`config.mk`:
```
export PLATFORM = sky130hd
export DESIGN_NAME = sorted_priority_queue
export DESIGN_NICKNAME = d
export VERILOG_FILES = /design/src/rtl/spq_pkg.sv /design/src/rtl/spq_cell.sv /design/src/rtl/sorted_priority_queue.sv
export SDC_FILE = /design/constraint.sdc
export NUM_CORES = 1
export LEC_CHECK = 0
export ABC_AREA = 1
export BUFFER_PORTS_ARGS = -buffer_cell sky130_fd_sc_hd__buf_4
export CAP_MARGIN = 20
export CORE_ASPECT_RATIO = 1.4
export CORE_UTILIZATION = 50
export CTS_CLUSTER_DIAMETER = 50
export CTS_CLUSTER_SIZE = 10
export DETAILED_ROUTE_END_ITERATION = 8
export GPL_ROUTABILITY_DRIVEN = 0
export GPL_TIMING_DRIVEN = 0
export PLACE_DENSITY = 0.68
export SYNTH_ARGS = -nofsm -noshare
export SYNTH_HDL_FRONTEND = slang
export SYNTH_SLANG_ARGS = --single-unit
```
`constraint.sdc`:
```
create_clock -name clock -period 3.5 [get_ports clock]
set_input_delay 0.175 -clock clock [delete_from_list [all_inputs] [get_ports clock]]
set_output_delay 0.175 -clock clock [all_outputs]
set_load 0.02 [all_outputs]
```
`src/rtl/spq_pkg.sv`:
```
`timescale 1ns / 1ps
// shared types and constants for the sorted priority queue
package spq_pkg;

   localparam int CAPACITY_DEF = 16;
   localparam int VALUE_W      = 16;
   localparam int RANK_W       = 8;
   localparam int OP_W         = 2;
   localparam int STATUS_W     = 2;
   localparam int FILL_W       = 5;

   typedef enum logic [OP_W-1:0] {
      OP_INSERT = 2'd0,
      OP_POP    = 2'd1,
      OP_PEEK   = 2'd2,
      OP_NOP    = 2'd3
   } op_type;

   typedef enum logic [STATUS_W-1:0] {
      ST_OK    = 2'd0,
      ST_EMPTY = 2'd1,
      ST_FULL  = 2'd2
   } status_type;

   // command broadcast to every cell of the chain
   typedef struct packed {
      logic              insert;
      logic              pop;
      logic [VALUE_W-1:0] value;
      logic [RANK_W-1:0]  rank;
   } cell_ctrl_type;

endpackage

```
`src/rtl/spq_cell.sv`:
```
`timescale 1ns / 1ps
// one slot of the sorted chain: holds an entry and trades it with its neighbors
module spq_cell (
   input  logic                         clock,
   input  spq_pkg::cell_ctrl_type       ctrl,
   input  logic                         occupied,
   input  logic                         left_gt,
   input  logic [spq_pkg::VALUE_W-1:0]  left_value,
   input  logic [spq_pkg::RANK_W-1:0]   left_rank,
   input  logic [spq_pkg::VALUE_W-1:0]  right_value,
   input  logic [spq_pkg::RANK_W-1:0]   right_rank,
   output logic                         gt,
   output logic [spq_pkg::VALUE_W-1:0]  value,
   output logic [spq_pkg::RANK_W-1:0]   rank
);

   logic [spq_pkg::VALUE_W-1:0] value_ff, value_in;
   logic [spq_pkg::RANK_W-1:0]  rank_ff, rank_in;

   // held entry ranks strictly after the incoming one
   assign gt = occupied && (rank_ff > ctrl.rank);

   always_comb begin
      value_in = value_ff;
      rank_in  = rank_ff;
      if (ctrl.insert) begin
         if (gt || !occupied) begin
            if (left_gt) begin
               value_in = left_value;
               rank_in  = left_rank;
            end else begin
               value_in = ctrl.value;
               rank_in  = ctrl.rank;
            end
         end
      end else if (ctrl.pop) begin
         value_in = right_value;
         rank_in  = right_rank;
      end
   end

   always_ff @(posedge clock) begin
      value_ff <= value_in;
      rank_ff  <= rank_in;
   end

   assign value = value_ff;
   assign rank  = rank_ff;

endmodule

```
`src/rtl/sorted_priority_queue.sv`:
```
`timescale 1ns / 1ps
// sorted priority queue: top level with the cell chain and result register
//
// req_ channel carries one operation word: insert, pop head, peek head or
// no-op. rsp_ channel returns exactly one result word per operation with
// a status, the head entry for pop and peek, and the fill count after the
// operation. Entries are held in rank order in a row of CAPACITY cells;
// an insert makes every cell compare its rank with the new one and shift
// right by one where needed, a pop shifts the row left by one, so no
// operation has to walk the row, whatever the fill level.
// rsp_valid rises in the cycle after an accepted req_ word; one word
// is taken per cycle while the result side keeps up. The result sits in
// an output register; req_stall rises only while that register is full
// and rsp_stall is high, so a stalled result holds steady and the queue
// waits. Reset (synchronous, active high) empties the queue and drops any
// pending result; cell contents are not cleared, as only occupied cells
// are ever read.
module sorted_priority_queue #(
   parameter int CAPACITY = spq_pkg::CAPACITY_DEF
) (
   input  logic                           clock,
   input  logic                           reset,
   input  logic                           req_valid,
   output logic                           req_stall,
   input  logic [spq_pkg::OP_W-1:0]       req_operation,
   input  logic [spq_pkg::VALUE_W-1:0]    req_item_value,
   input  logic [spq_pkg::RANK_W-1:0]     req_item_rank,
   output logic                           rsp_valid,
   input  logic                           rsp_stall,
   output logic [spq_pkg::STATUS_W-1:0]   rsp_status,
   output logic [spq_pkg::VALUE_W-1:0]    rsp_head_value,
   output logic [spq_pkg::RANK_W-1:0]     rsp_head_rank,
   output logic [spq_pkg::FILL_W-1:0]     rsp_fill_count
);

   localparam int CNT_W = $clog2(CAPACITY + 1);
   localparam logic [CNT_W-1:0] FULL_COUNT = CNT_W'(CAPACITY);

   logic                        req_accept;
   spq_pkg::op_type             op;
   logic                        is_empty, is_full;
   spq_pkg::cell_ctrl_type      ctrl;

   logic [CNT_W-1:0]            count_ff, count_in;
   logic                        rsp_valid_ff, rsp_valid_in;
   spq_pkg::status_type         rsp_status_ff, rsp_status_in;
   logic [spq_pkg::VALUE_W-1:0] rsp_value_ff, rsp_value_in;
   logic [spq_pkg::RANK_W-1:0]  rsp_rank_ff, rsp_rank_in;
   logic [spq_pkg::FILL_W-1:0]  rsp_fill_ff, rsp_fill_in;

   logic [CAPACITY-1:0]         cell_gt;
   logic [CAPACITY-1:0]         cell_occ;
   logic [spq_pkg::VALUE_W-1:0] cell_value [CAPACITY];
   logic [spq_pkg::RANK_W-1:0]  cell_rank  [CAPACITY];

   assign req_stall  = rsp_valid_ff && rsp_stall;
   assign req_accept = req_valid && !req_stall;
   assign op         = spq_pkg::op_type'(req_operation);
   assign is_empty   = (count_ff == '0);
   assign is_full    = (count_ff == FULL_COUNT);

   always_comb begin
      ctrl.insert = req_accept && (op == spq_pkg::OP_INSERT) && !is_full;
      ctrl.pop    = req_accept && (op == spq_pkg::OP_POP) && !is_empty;
      ctrl.value  = req_item_value;
      ctrl.rank   = req_item_rank;
   end

   genvar gi;
   generate
      for (gi = 0; gi < CAPACITY; gi++) begin : g_cell
         localparam logic [CNT_W-1:0] IDX = CNT_W'(gi);
         logic                        l_gt;
         logic [spq_pkg::VALUE_W-1:0] l_value, r_value;
         logic [spq_pkg::RANK_W-1:0]  l_rank, r_rank;

         assign cell_occ[gi] = (IDX < count_ff);

         if (gi == 0) begin : g_first
            assign l_gt    = 1'b0;
            assign l_value = req_item_value;
            assign l_rank  = req_item_rank;
         end else begin : g_mid
            assign l_gt    = cell_gt[gi-1];
            assign l_value = cell_value[gi-1];
            assign l_rank  = cell_rank[gi-1];
         end

         // last cell falls out of use on a pop, so it just holds
         if (gi == CAPACITY - 1) begin : g_last
            assign r_value = cell_value[gi];
            assign r_rank  = cell_rank[gi];
         end else begin : g_inner
            assign r_value = cell_value[gi+1];
            assign r_rank  = cell_rank[gi+1];
         end

         spq_cell u_cell (
            .clock       (clock),
            .ctrl        (ctrl),
            .occupied    (cell_occ[gi]),
            .left_gt     (l_gt),
            .left_value  (l_value),
            .left_rank   (l_rank),
            .right_value (r_value),
            .right_rank  (r_rank),
            .gt          (cell_gt[gi]),
            .value       (cell_value[gi]),
            .rank        (cell_rank[gi])
         );
      end
   endgenerate

   always_comb begin
      count_in = count_ff;
      if (ctrl.insert) begin
         count_in = count_ff + CNT_W'(1);
      end else if (ctrl.pop) begin
         count_in = count_ff - CNT_W'(1);
      end
   end

   always_comb begin
      rsp_status_in = spq_pkg::ST_OK;
      rsp_value_in  = '0;
      rsp_rank_in   = '0;
      case (op)
         spq_pkg::OP_INSERT: begin
            if (is_full) rsp_status_in = spq_pkg::ST_FULL;
         end
         spq_pkg::OP_POP, spq_pkg::OP_PEEK: begin
            if (is_empty) begin
               rsp_status_in = spq_pkg::ST_EMPTY;
            end else begin
               rsp_value_in = cell_value[0];
               rsp_rank_in  = cell_rank[0];
            end
         end
         default: begin
            rsp_status_in = spq_pkg::ST_OK;
         end
      endcase
      rsp_fill_in = spq_pkg::FILL_W'(count_in);
   end

   always_comb begin
      rsp_valid_in = rsp_valid_ff;
      if (req_accept) begin
         rsp_valid_in = 1'b1;
      end else if (!rsp_stall) begin
         rsp_valid_in = 1'b0;
      end
   end

   always_ff @(posedge clock) begin
      if (reset) begin
         count_ff     <= '0;
         rsp_valid_ff <= 1'b0;
      end else begin
         count_ff     <= count_in;
         rsp_valid_ff <= rsp_valid_in;
      end
   end

   always_ff @(posedge clock) begin
      if (req_accept) begin
         rsp_status_ff <= rsp_status_in;
         rsp_value_ff  <= rsp_value_in;
         rsp_rank_ff   <= rsp_rank_in;
         rsp_fill_ff   <= rsp_fill_in;
      end
   end

   assign rsp_valid      = rsp_valid_ff;
   assign rsp_status     = rsp_status_ff;
   assign rsp_head_value = rsp_value_ff;
   assign rsp_head_rank  = rsp_rank_ff;
   assign rsp_fill_count = rsp_fill_ff;

   a_count_bound: assert property (@(posedge clock) disable iff (reset)
      count_ff <= FULL_COUNT)
      else $error("occupancy above capacity");

   a_full_drop: assert property (@(posedge clock) disable iff (reset)
      req_accept && (op == spq_pkg::OP_INSERT) && is_full
      |=> (count_ff == $past(count_ff)) && (rsp_status == spq_pkg::ST_FULL))
      else $error("insert into full queue changed occupancy");

   a_empty_pop: assert property (@(posedge clock) disable iff (reset)
      req_accept && (op == spq_pkg::OP_POP) && is_empty
      |=> (rsp_status == spq_pkg::ST_EMPTY) && (rsp_head_value == '0) && is_empty)
      else $error("pop on empty queue misreported");

   a_insert_grows: assert property (@(posedge clock) disable iff (reset)
      ctrl.insert |=> count_ff == $past(count_ff) + CNT_W'(1))
      else $error("insert did not grow occupancy");

endmodule
```
Yosys cells after proc, flatten, opt, wreduce, memory -nomap -nowiden
Cells that the tools add are included.

Add/subtract/negate cells: 2. Multiply operators: 0. Divide/modulo/power cells: 0. $lt $le $gt $ge: 32. Equal/unequal tests: 19. Shift operators: 0. Multiplexer cells: 127. Bitwise logic cells: 1. Reductions and logical operators: 78.

Operators with widths (count): 16-bit two-way mux (60); 8-bit two-way mux (60); 8-bit > comparator (16); 4-bit by 5-bit < comparator with 1-bit output (first input constant) (8); 2-bit by 1-bit inequality test with 1-bit output (second input constant) (16); 2-bit AND reduction (16); 1-bit logical AND (22); 3-bit by 5-bit < comparator with 1-bit output (first input constant) (4); 1-bit zero test (19); 1-bit logical OR (16); 1-bit by 5-bit < comparator with 1-bit output (first input constant) (2); 2-bit by 5-bit < comparator with 1-bit output (first input constant) (2); 5-bit two-way mux (2); 5-bit by 1-bit adder with 5-bit output (second input constant) (1); 5-bit equality test (second input constant) (1); 5-bit zero test (1); 5-bit by 1-bit subtractor with 5-bit output (second input constant) (1); 2-bit case mux with 2 select lines (1); 2-bit OR reduction (2); 1-bit two-way mux (3); 2-bit by 1-bit equality test with 1-bit output (second input constant) (1); 2-bit equality test (second input constant) (1); 2-bit zero test (1); 2-bit two-way mux (1); 2 further kinds (2).

Register bits after elaboration: 421. Bits in latches: 0. Bits in writable memories: 0. Memory bits (read-only): 0. Output and inout bits: 33. Logic and storage cells: 297. Memories kept: 0.

Logic depth before layout (Yosys ltp)
Gate-level depths: netlist of run 1.

Depth in word-level cells: 7. Gate-level depth with buffers: 14. Depth with buffers taken out: 13.

Modules after synthesis
From an unflattened synthesis of run 1, not the netlist that was laid out.

Cells, all modules: 2991. Area total of the unflattened synthesis: 29507.0 um^2.

By module, submodules not included: spq_cell (times used 16, cells each 175, area each 1730.4 um^2, seq. area each 720.7 um^2); sorted_priority_queue (times used 1, cells each 191, area each 1820.5 um^2, seq. area each 1051.0 um^2).

Worst setup path before layout of run 1
No wires, ideal clock.

Path kind: input port to flip-flop. Start: in req_item_rank[7] (netlist name). End: reg g_cell[10].u_cell.rank_ff (netlist bit g_cell[10].u_cell.rank[0]) (enable). Library setup time: 0.420 ns. Arrival time: 3.251 ns. Slack: -0.171 ns. Stages: 9. Buffers on the path: 2. Cells stage by stage: inv_1 > clkbuf_1 > ha_1 > nand2_1 > nor2_1 > nand4_1 > clkbuf_1 > nand2_1 > a31oi_1.

Longest elaborated chain between the ends: 5.

Ends and longest elaborated chain: start: declaration (RTL line sorted_priority_queue.sv:27) `input logic [spq_pkg::RANK_W-1:0] req_item_rank,`; 8-bit > comparator (RTL line spq_cell.sv:21) `assign gt = occupied && (rank_ff > ctrl.rank);`; 1-bit logical AND (RTL line spq_cell.sv:21); 1-bit logical OR (RTL line spq_cell.sv:27) `if (gt || !occupied) begin`; 2-bit by 1-bit inequality test with 1-bit output (no source line); 2-bit AND reduction (no source line); end signal: assignment (RTL line spq_cell.sv:44) `rank_ff <= rank_in;`; end: declaration (RTL line spq_cell.sv:18) `logic [spq_pkg::RANK_W-1:0] rank_ff, rank_in;`.

No other way between the ends. A chain may end at the register's enable or synchronous reset.

Worst setup path after layout of run 1
Start: in req_item_rank[3] (netlist name). End: reg g_cell[8].u_cell.rank_ff (netlist bit g_cell[8].u_cell.rank[2]) (enable).

Longest elaborated chain between the ends: 5.

Ends and longest elaborated chain (RTL line): 8-bit > comparator (spq_cell.sv:21); 1-bit logical AND (spq_cell.sv:21); 1-bit logical OR (spq_cell.sv:27); 2-bit by 1-bit inequality test with 1-bit output (no source line); 2-bit AND reduction (no source line); end signal: assignment (spq_cell.sv:44); end: declaration (spq_cell.sv:18).

No other way between the ends.

==> impl_summary.log, run 1 <==
INFO  metric status = complete, no violations
INFO  metric drv_slew = 0
INFO  metric worstHoldStart = req_operation[0]
INFO  metric whs_endpoint = rsp_status[1]
INFO  metric path_cells = buf_4 > inv_1 > clkbuf_2 > buf_16 > ha_1 > nand2_1 > inv_1 > nand2_1 > nand2_1 > nand2_1 > nand2_1 > clkbuf_1 > nand2_1 > a31oi_4
INFO  metric grt_overflow = 0
INFO  metric power_frac_comb = 0.163
INFO  metric area_delta_synth_final = 13.4%
INFO  metric tritoncts = built
INFO  metric power_frac_seq = 0.462
INFO  metric finClkSkew = between 15 and 20 ps
INFO  metric fin_crit_sh = 0.976
INFO  metric ctsRootBufferMaster = sky130_fd_sc_hd__clkbuf_16
INFO  metric postRouteWirelength = roughly 94000 um
INFO  metric worstReg2RegStart = count_ff[0]
INFO  metric number_of_drc_markers_in_iteration_0 = approximately 2.5k
INFO  metric holdCritPathClass = input port to register
INFO  metric clock_insertion_delay_at_the_later_pin_of_the_skew_report = 610 ps
INFO  metric route.antenna.remaining_nets = 0
INFO  metric rrSetupSlack = around 180 ps
INFO  metric netlist-cell-type-count = 29
INFO  metric finalSetupViolations = 0
INFO  metric rsz_0062_raised_after_global_routing = yes
INFO  metric synth_seq_cells = 421
INFO  metric critical_path.reg2reg.endpoint = g_cell[13].u_cell.value[4]
INFO  metric p_int = about 9.3 mW
INFO  metric syn_area = approximately 27000 sq um
INFO  metric endpoint_kind = register
INFO  metric switching_power = about 3.8 mW
INFO  metric num-fill-cells = between 5k and 6k
INFO  metric vdd_drop_max = 0.000329 V
INFO  metric power.static_leakage = ~14 nW
INFO  metric mostFrequentLayoutCell = sky130_fd_sc_hd__nand2_1
INFO  metric syn_inst = between 3k and 4k
INFO  metric cp_common_cell = sky130_fd_sc_hd__nand2_1
INFO  metric async_sr_flop_fraction = 0
INFO  metric layout_common_cells = sky130_fd_sc_hd__nand2_1, sky130_fd_sc_hd__inv_1, sky130_fd_sc_hd__edfxtp_1, sky130_fd_sc_hd__nand4_1, sky130_fd_sc_hd__nand3_1
INFO  metric multi_input_area = around 12000 sq um
INFO  metric crit_type = input port to register
INFO  metric post_synth.cell_area_avg = approximately 7.8 sq um
INFO  metric place_area = around 29000 sq um
INFO  metric timing_worst_slew_pin_value = 1200 ps
INFO  metric worst-r2r-cell-count = 9
INFO  metric wire_per_inst = roughly 22 um
INFO  metric p_total = roughly 13 mW
INFO  metric route.vias.total = around 25k
INFO  metric maxSlewHeadroom = 0.202
INFO  metric synth.yosys.seq_area_share = 0.469
INFO  metric crit_slowest_cell = sky130_fd_sc_hd__a31oi_4
INFO  metric max_clock_freq = roughly 0.29 GHz
INFO  metric cts_sink_count = around 420
INFO  metric p_sw_frac = 0.292
INFO  metric worstSetupStartpointType = input port
INFO  metric synthesis.nets = 3587
INFO  metric die_width = roughly 200 um
INFO  metric cts_htree_levels = 2
INFO  metric post_route_cells_drive_above_1_share = 0.0703
INFO  metric grt_antenna_before_repair = 2
INFO  metric largest_net_degree_at_the_start_of_global_routing = 26
INFO  metric portBuffers = 62
INFO  metric post_drt_via_cell_ratio = 5.86
INFO  metric endpoint_required_time_on_the_critical_path = ~3700 ps
INFO  metric post-route-drc-count = 0
INFO  metric die-height = approximately 280 um
INFO  metric final_period_minus_worst_setup_slack = about 3400 ps
INFO  metric power_density = 432 nW/um^2
INFO  metric dpl.hpwl = about 70000 um
INFO  metric design_area = 30400 sq um
INFO  metric std_cell_rows = 100
INFO  metric grt_pass1_wl = roughly 140000 um
INFO  metric timing_hold_violations_final = 0
INFO  metric cts-root-to-sink-buffers = 3
INFO  metric crit_fanout = 24
INFO  metric timing.hold.worst_path_depth = 3
INFO  metric floorplan.initialDensity = 0.505
INFO  metric nNetsFinal = between 3k and 4k
INFO  metric numCtsBuffers = 51
INFO  metric floorplan.die_area = around 55000 sq um
INFO  metric most_used_flip_flop_cell_after_synthesis = sky130_fd_sc_hd__edfxtp_1
INFO  metric number_of_global_route_vias_before_repair = roughly 24k
INFO  metric core_area = roughly 53000 sq um
INFO  metric register_area = between 10000 and 15000 sq um
INFO  metric cp.arrival = 3630 ps
INFO  metric yosys_warnings = 0
INFO  metric critPathMaxStageDelay = about 760 ps
INFO  metric number_of_enable_flip_flop_cells_after_synthesis = 415
INFO  metric global_route.usage.total = 0.348
INFO  metric clkSlewWorstSetupHoldPaths = roughly 60 ps
INFO  metric first_pass_iters = 8
INFO  metric clockPowerShare = 0.374
INFO  metric i_o_pins = 63
INFO  metric number_of_maximum_capacitance_constraint_violations = 0
## routing by layer
layer | share of wire | GRT usage | vias up | wire length [um]
met5 | 0.00013 | 0 | - | 12
met4 | 0.091 | 0.282 | 2 | 8610
met3 | 0.080 | 0.0644 | 448 | 7530
met2 | 0.47 | 0.592 | 1301 | 44600
met1 | 0.36 | 0.382 | 11700 | 33500
li1 | - | - | 11800 | -
## worst max-delay path: cells and delay by family
family | cells | cell delay, ps
adder cells (fa/ha/maj) | 1 | 180
AO/OA/AOI/OAI | 1 | 760
AND/OR/NAND/NOR | 6 | 670
buffers and inverters | 6 | 1820
## Yosys cell counts (4+ instances only)
master,number,area [sq um]
sky130_fd_sc_hd__a31oi_1,15,93.8
sky130_fd_sc_hd__o21ai_2,4,35.0
sky130_fd_sc_hd__dfxtp_1,6,120
sky130_fd_sc_hd__nand4_1,375,2350
sky130_fd_sc_hd__a21o_1,14,105
sky130_fd_sc_hd__ha_1,135,1690
sky130_fd_sc_hd__xor2_1,6,52.6
sky130_fd_sc_hd__nand3_1,355,1780
sky130_fd_sc_hd__a21oi_1,41,205
sky130_fd_sc_hd__buf_1,34,128
sky130_fd_sc_hd__nor2_1,69,259
sky130_fd_sc_hd__inv_1,426,1600
sky130_fd_sc_hd__inv_2,11,41.3
sky130_fd_sc_hd__edfxtp_1,415,12500
sky130_fd_sc_hd__clkbuf_1,132,495
sky130_fd_sc_hd__o21ai_0,30,150
sky130_fd_sc_hd__buf_2,62,310
sky130_fd_sc_hd__nand3_2,4,40.0
sky130_fd_sc_hd__nand2_1,1274,4780
## power groups by stage
stage / clock network [mW] / registers (mW) / logic (mW)
final: 4.91 / 6.06 / 2.14
after global routing: 5.08 / 6.08 / 2.35
after CTS: 4.91 / 6.06 / 2.09
after detailed placement: 0 / 6.16 / 2.04
after global placement: 0 / 6.17 / 1.94
after floorplan: 0 / 6.12 / 1.29
## logic make-up after synthesis
logic type,synth area share
simple gates,0.345
compound gates,0.0225
flops,0.469
fa+ha+maj,0.0630
buf+inv,0.0974
xor+xnor,0.00229
## through the flow
step                setup WS [ps]  hold WS [ps]  setup TNS (ps)  cells   util
finish                       83.2          31.9               0   4314  0.573
global route              -0.0244          35.0         -0.0244   4313  0.573
CTS                          47.3          10.4               0   4313  0.572
detailed placement           -491           402         -113820   4211  0.539
global placement            -2550           399        -1064540   4198  0.531
floorplan                    -171           244          -36730   3422      -
## how the worst max path moves through the flow
stage                                start                          to  depth (start not counted)
after floorplan           req_item_rank[7]   g_cell[10].u_cell.rank[0]                          9
after global placement    req_item_rank[1]   g_cell[8].u_cell.value[7]                         13
after detailed placement  req_item_rank[4]   g_cell[4].u_cell.value[9]                         11
after CTS                      count_ff[0]  g_cell[4].u_cell.value[15]                          8
after global routing      req_item_rank[6]  g_cell[4].u_cell.value[15]                         11
final                     req_item_rank[3]    g_cell[8].u_cell.rank[2]                         14
## state kept, by name (all words and copies together), names as in the netlist
signal,flops
g_cell.u_cell.rank,128
count_ff,5
rsp_head_rank,8
rsp_head_value,16
rsp_valid,1
rsp_fill_count,5
rsp_status,2
g_cell.u_cell.value,256
## repair_timing
item                       CTS  global route
hold endpoints to repair    30             0
setup endpoints to repair  194           251
hold buffers                27             0
gates cloned                 1             0
buffers inserted             0             0
resized for setup            4             9
## layout make-up
type,instances,area share
sequential,421,0.414
multi-input combinational,2333,0.389
inverter,437,0.0540
clock buffer,64,0.0446
buffer,232,0.0327
timing repair buffer,102,0.0326
tap,714,0.0294
clock inverter,10,0.00321
antenna,1,0.0000824
Power figures use the tool's default switching activity.
==> run 2, diff against run 1 <==
--- a/config.mk
+++ b/config.mk
@@ -15,6 +15,7 @@
 export DETAILED_ROUTE_END_ITERATION = 8
 export GPL_ROUTABILITY_DRIVEN = 0
 export GPL_TIMING_DRIVEN = 0
+export MAX_ROUTING_LAYER = met4
 export PLACE_DENSITY = 0.68
 export SYNTH_ARGS = -nofsm -noshare
 export SYNTH_HDL_FRONTEND = slang
==> impl_summary.log, run 2 (same netlist as run 1, synthesis figures left out) <==
INFO  metric cts_sink_count = around 420
INFO  metric area_delta_synth_final = 13.4%
INFO  metric grt_pass1_wl = 141000 um
INFO  metric number_of_maximum_capacitance_constraint_violations = 0
INFO  metric global_route.usage.total = 0.360
INFO  metric wire_per_inst = between 20 and 25 um
INFO  metric final_total_negative_setup_slack = 0 ps
INFO  metric worstSetupStartpointType = input port
INFO  metric timing.hold.worst_path_depth = 3
INFO  metric finalSetupViolations = 0
INFO  metric detail_route.wirelength.met1 = ~33000 um
INFO  metric critPathTopFamily = buffers and inverters
INFO  metric ctsRootBufferMaster = sky130_fd_sc_hd__clkbuf_16
INFO  metric routed-wl-met3 = between 7000 and 8000 um
INFO  metric finClkSkew = 20.2 ps
INFO  metric switching_power = ~3.8 mW
INFO  metric clkSlewWorstSetupHoldPaths = 60 ps
INFO  metric first_pass_iters = 6
INFO  metric route.antenna.remaining_nets = 0
INFO  metric crit_slowest_cell = sky130_fd_sc_hd__a31oi_4
INFO  metric numCtsBuffers = just over 50
INFO  metric grt_antenna_before_repair = 2
INFO  metric i_o_pins = 63
INFO  metric crit_fanout = 24
INFO  metric final_cells = about 4.3k
INFO  metric power.static_leakage = around 14 nW
INFO  metric place_worst_setup_slack = -491 ps
INFO  metric power_density = approximately 430 nW/um^2
INFO  metric timing_worst_slew_pin_value = approximately 1200 ps
INFO  metric die-height = 276 um
INFO  metric critPathMaxStageDelay = between 700 and 800 ps
INFO  metric path_cells = buf_4 > inv_1 > clkbuf_2 > buf_16 > ha_1 > nand2_1 > inv_1 > nand2_1 > nand2_1 > nand2_1 > nand2_1 > clkbuf_1 > nand2_1 > a31oi_4
INFO  metric power_frac_comb = 0.163
INFO  metric post_drt_via_cell_ratio = slightly below 6
INFO  metric p_sw_frac = 0.292
INFO  metric layout_common_cells = sky130_fd_sc_hd__nand2_1, sky130_fd_sc_hd__inv_1, sky130_fd_sc_hd__edfxtp_1, sky130_fd_sc_hd__nand4_1, sky130_fd_sc_hd__nand3_1
INFO  metric number_of_global_route_vias_before_repair = around 24k
INFO  metric route.vias.total = about 25k
INFO  metric final_core_utilization = 0.573
INFO  metric endpoint_kind = register
INFO  metric register_area = ~13000 sq um
INFO  metric fin_crit_sh = 0.971
INFO  metric std_cell_rows = 100
INFO  metric grt_overflow = 0
INFO  metric num-fill-cells = 5118
INFO  metric cp.depth = 14
INFO  metric power_frac_seq = 0.462
INFO  metric whs = 34.8 ps
INFO  metric p_int = ~9.3 mW
INFO  metric detailroute.wirelength.met2 = 44700 um
INFO  metric largest_register_ff_count = between 200 and 300
INFO  metric timing_hold_violations_final = 0
INFO  metric number_of_drc_markers_in_iteration_0 = about 2.3k
INFO  metric final_period_minus_worst_setup_slack = around 3400 ps
INFO  metric worst_setup_slack_after_layout = roughly 100 ps
INFO  metric core_area = approximately 53000 sq um
INFO  metric post-route-drc-count = 0
INFO  metric postRouteWirelength = 94300 um
INFO  metric worst-r2r-cell-count = 9
INFO  metric cp_common_cell = sky130_fd_sc_hd__nand2_1
INFO  metric maxSlewHeadroom = 0.182
INFO  metric endpoint_required_time_on_the_critical_path = roughly 3700 ps
INFO  metric cts_htree_levels = 2
INFO  metric tritoncts = built
INFO  metric design_area = 30400 sq um
INFO  metric clock_insertion_delay_at_the_later_pin_of_the_skew_report = 610 ps
INFO  metric floorplan.initialDensity = 0.505
INFO  metric cts-root-to-sink-buffers = 3
INFO  metric mostFrequentLayoutCell = sky130_fd_sc_hd__nand2_1
INFO  metric p_total = around 13 mW
INFO  metric floorplan.die_area = 54500 sq um
INFO  metric highest_layer = met4
INFO  metric nNetsFinal = 3743
INFO  metric largest_net_degree_at_the_start_of_global_routing = 26
INFO  metric post_route_cells_drive_above_1_share = 0.0703
INFO  metric max_clock_freq = a little under 0.3 GHz
INFO  metric rsz_0062_raised_after_global_routing = no
INFO  metric status = complete, no violations
INFO  metric place_area = approximately 29000 sq um
INFO  metric dp_cells = 4211
INFO  metric clockPowerShare = 0.375
INFO  metric cp_num_buf_inv = 6
INFO  metric multi_input_area = ~12000 sq um
INFO  metric cp.arrival = ~3600 ps
INFO  metric drv_slew = 0
INFO  metric vdd_drop_max = 0.000329 V
INFO  metric die_width = between 150 and 200 um
INFO  metric dpl.hpwl = about 70000 um
INFO  metric crit_type = input port to register
INFO  metric holdCritPathClass = input port to register
INFO  metric portBuffers = 62
[run 2: cell counts in the layout (fill, tap and decap cells not counted)]
No cell type changed its count.
[run 2: area by class of cell]
type	count	area share
Antenna cell	1	0.0000824
Buffer	232	0.0327
Tap cell	714	0.0294
Clock inverter	10	0.00321
Sequential cell	421	0.414
Clock buffer	64	0.0446
Inverter	437	0.0540
Timing Repair Buffer	102	0.0326
Multi-Input combinational cell	2333	0.389
[run 2: worst paths after layout]
check / slack [ps] / start / to
worst min register to register: 530 / g_cell[15].u_cell.value[7] / g_cell[14].u_cell.value[7]
worst max-delay path: 100 / req_item_rank[3] / g_cell[8].u_cell.rank[2]
worst min-delay path: 30 / req_operation[0] / rsp_status[1]
worst max register to register: 190 / count_ff[0] / g_cell[13].u_cell.value[6]
[run 2: worst min-delay path: cells and delay by family]
kind	cells	cell delay, ps
fa+ha+maj	1	140
buf+inv	1	100
simple gates	1	50
[run 2: power groups by stage]
stage,Clock (mW),Sequential [mW],Combinational [mW]
6_report,4.92,6.06,2.14
5_1_grt,5.09,6.08,2.35
4_1_cts,4.91,6.06,2.09
3_5_place_dp,0,6.16,2.04
3_3_place_gp,0,6.17,1.94
2_1_floorplan,0,6.12,1.29
[run 2: repair_timing]
item                                    CTS  global route
gates cloned                              1             0
buffers inserted                          0             0
gates resized for setup                   4             9
hold buffers                             27             0
hold endpoints to repair                 30             0
endpoints found under the setup margin  194           240
[run 2: per-layer routing]
layer  vias to the layer above  global-route usage
li1                      11800                   -
met1                     11700               0.385
met2                      1307               0.592
met3                       473              0.0625
met4                         0               0.281
met5                         -                   -
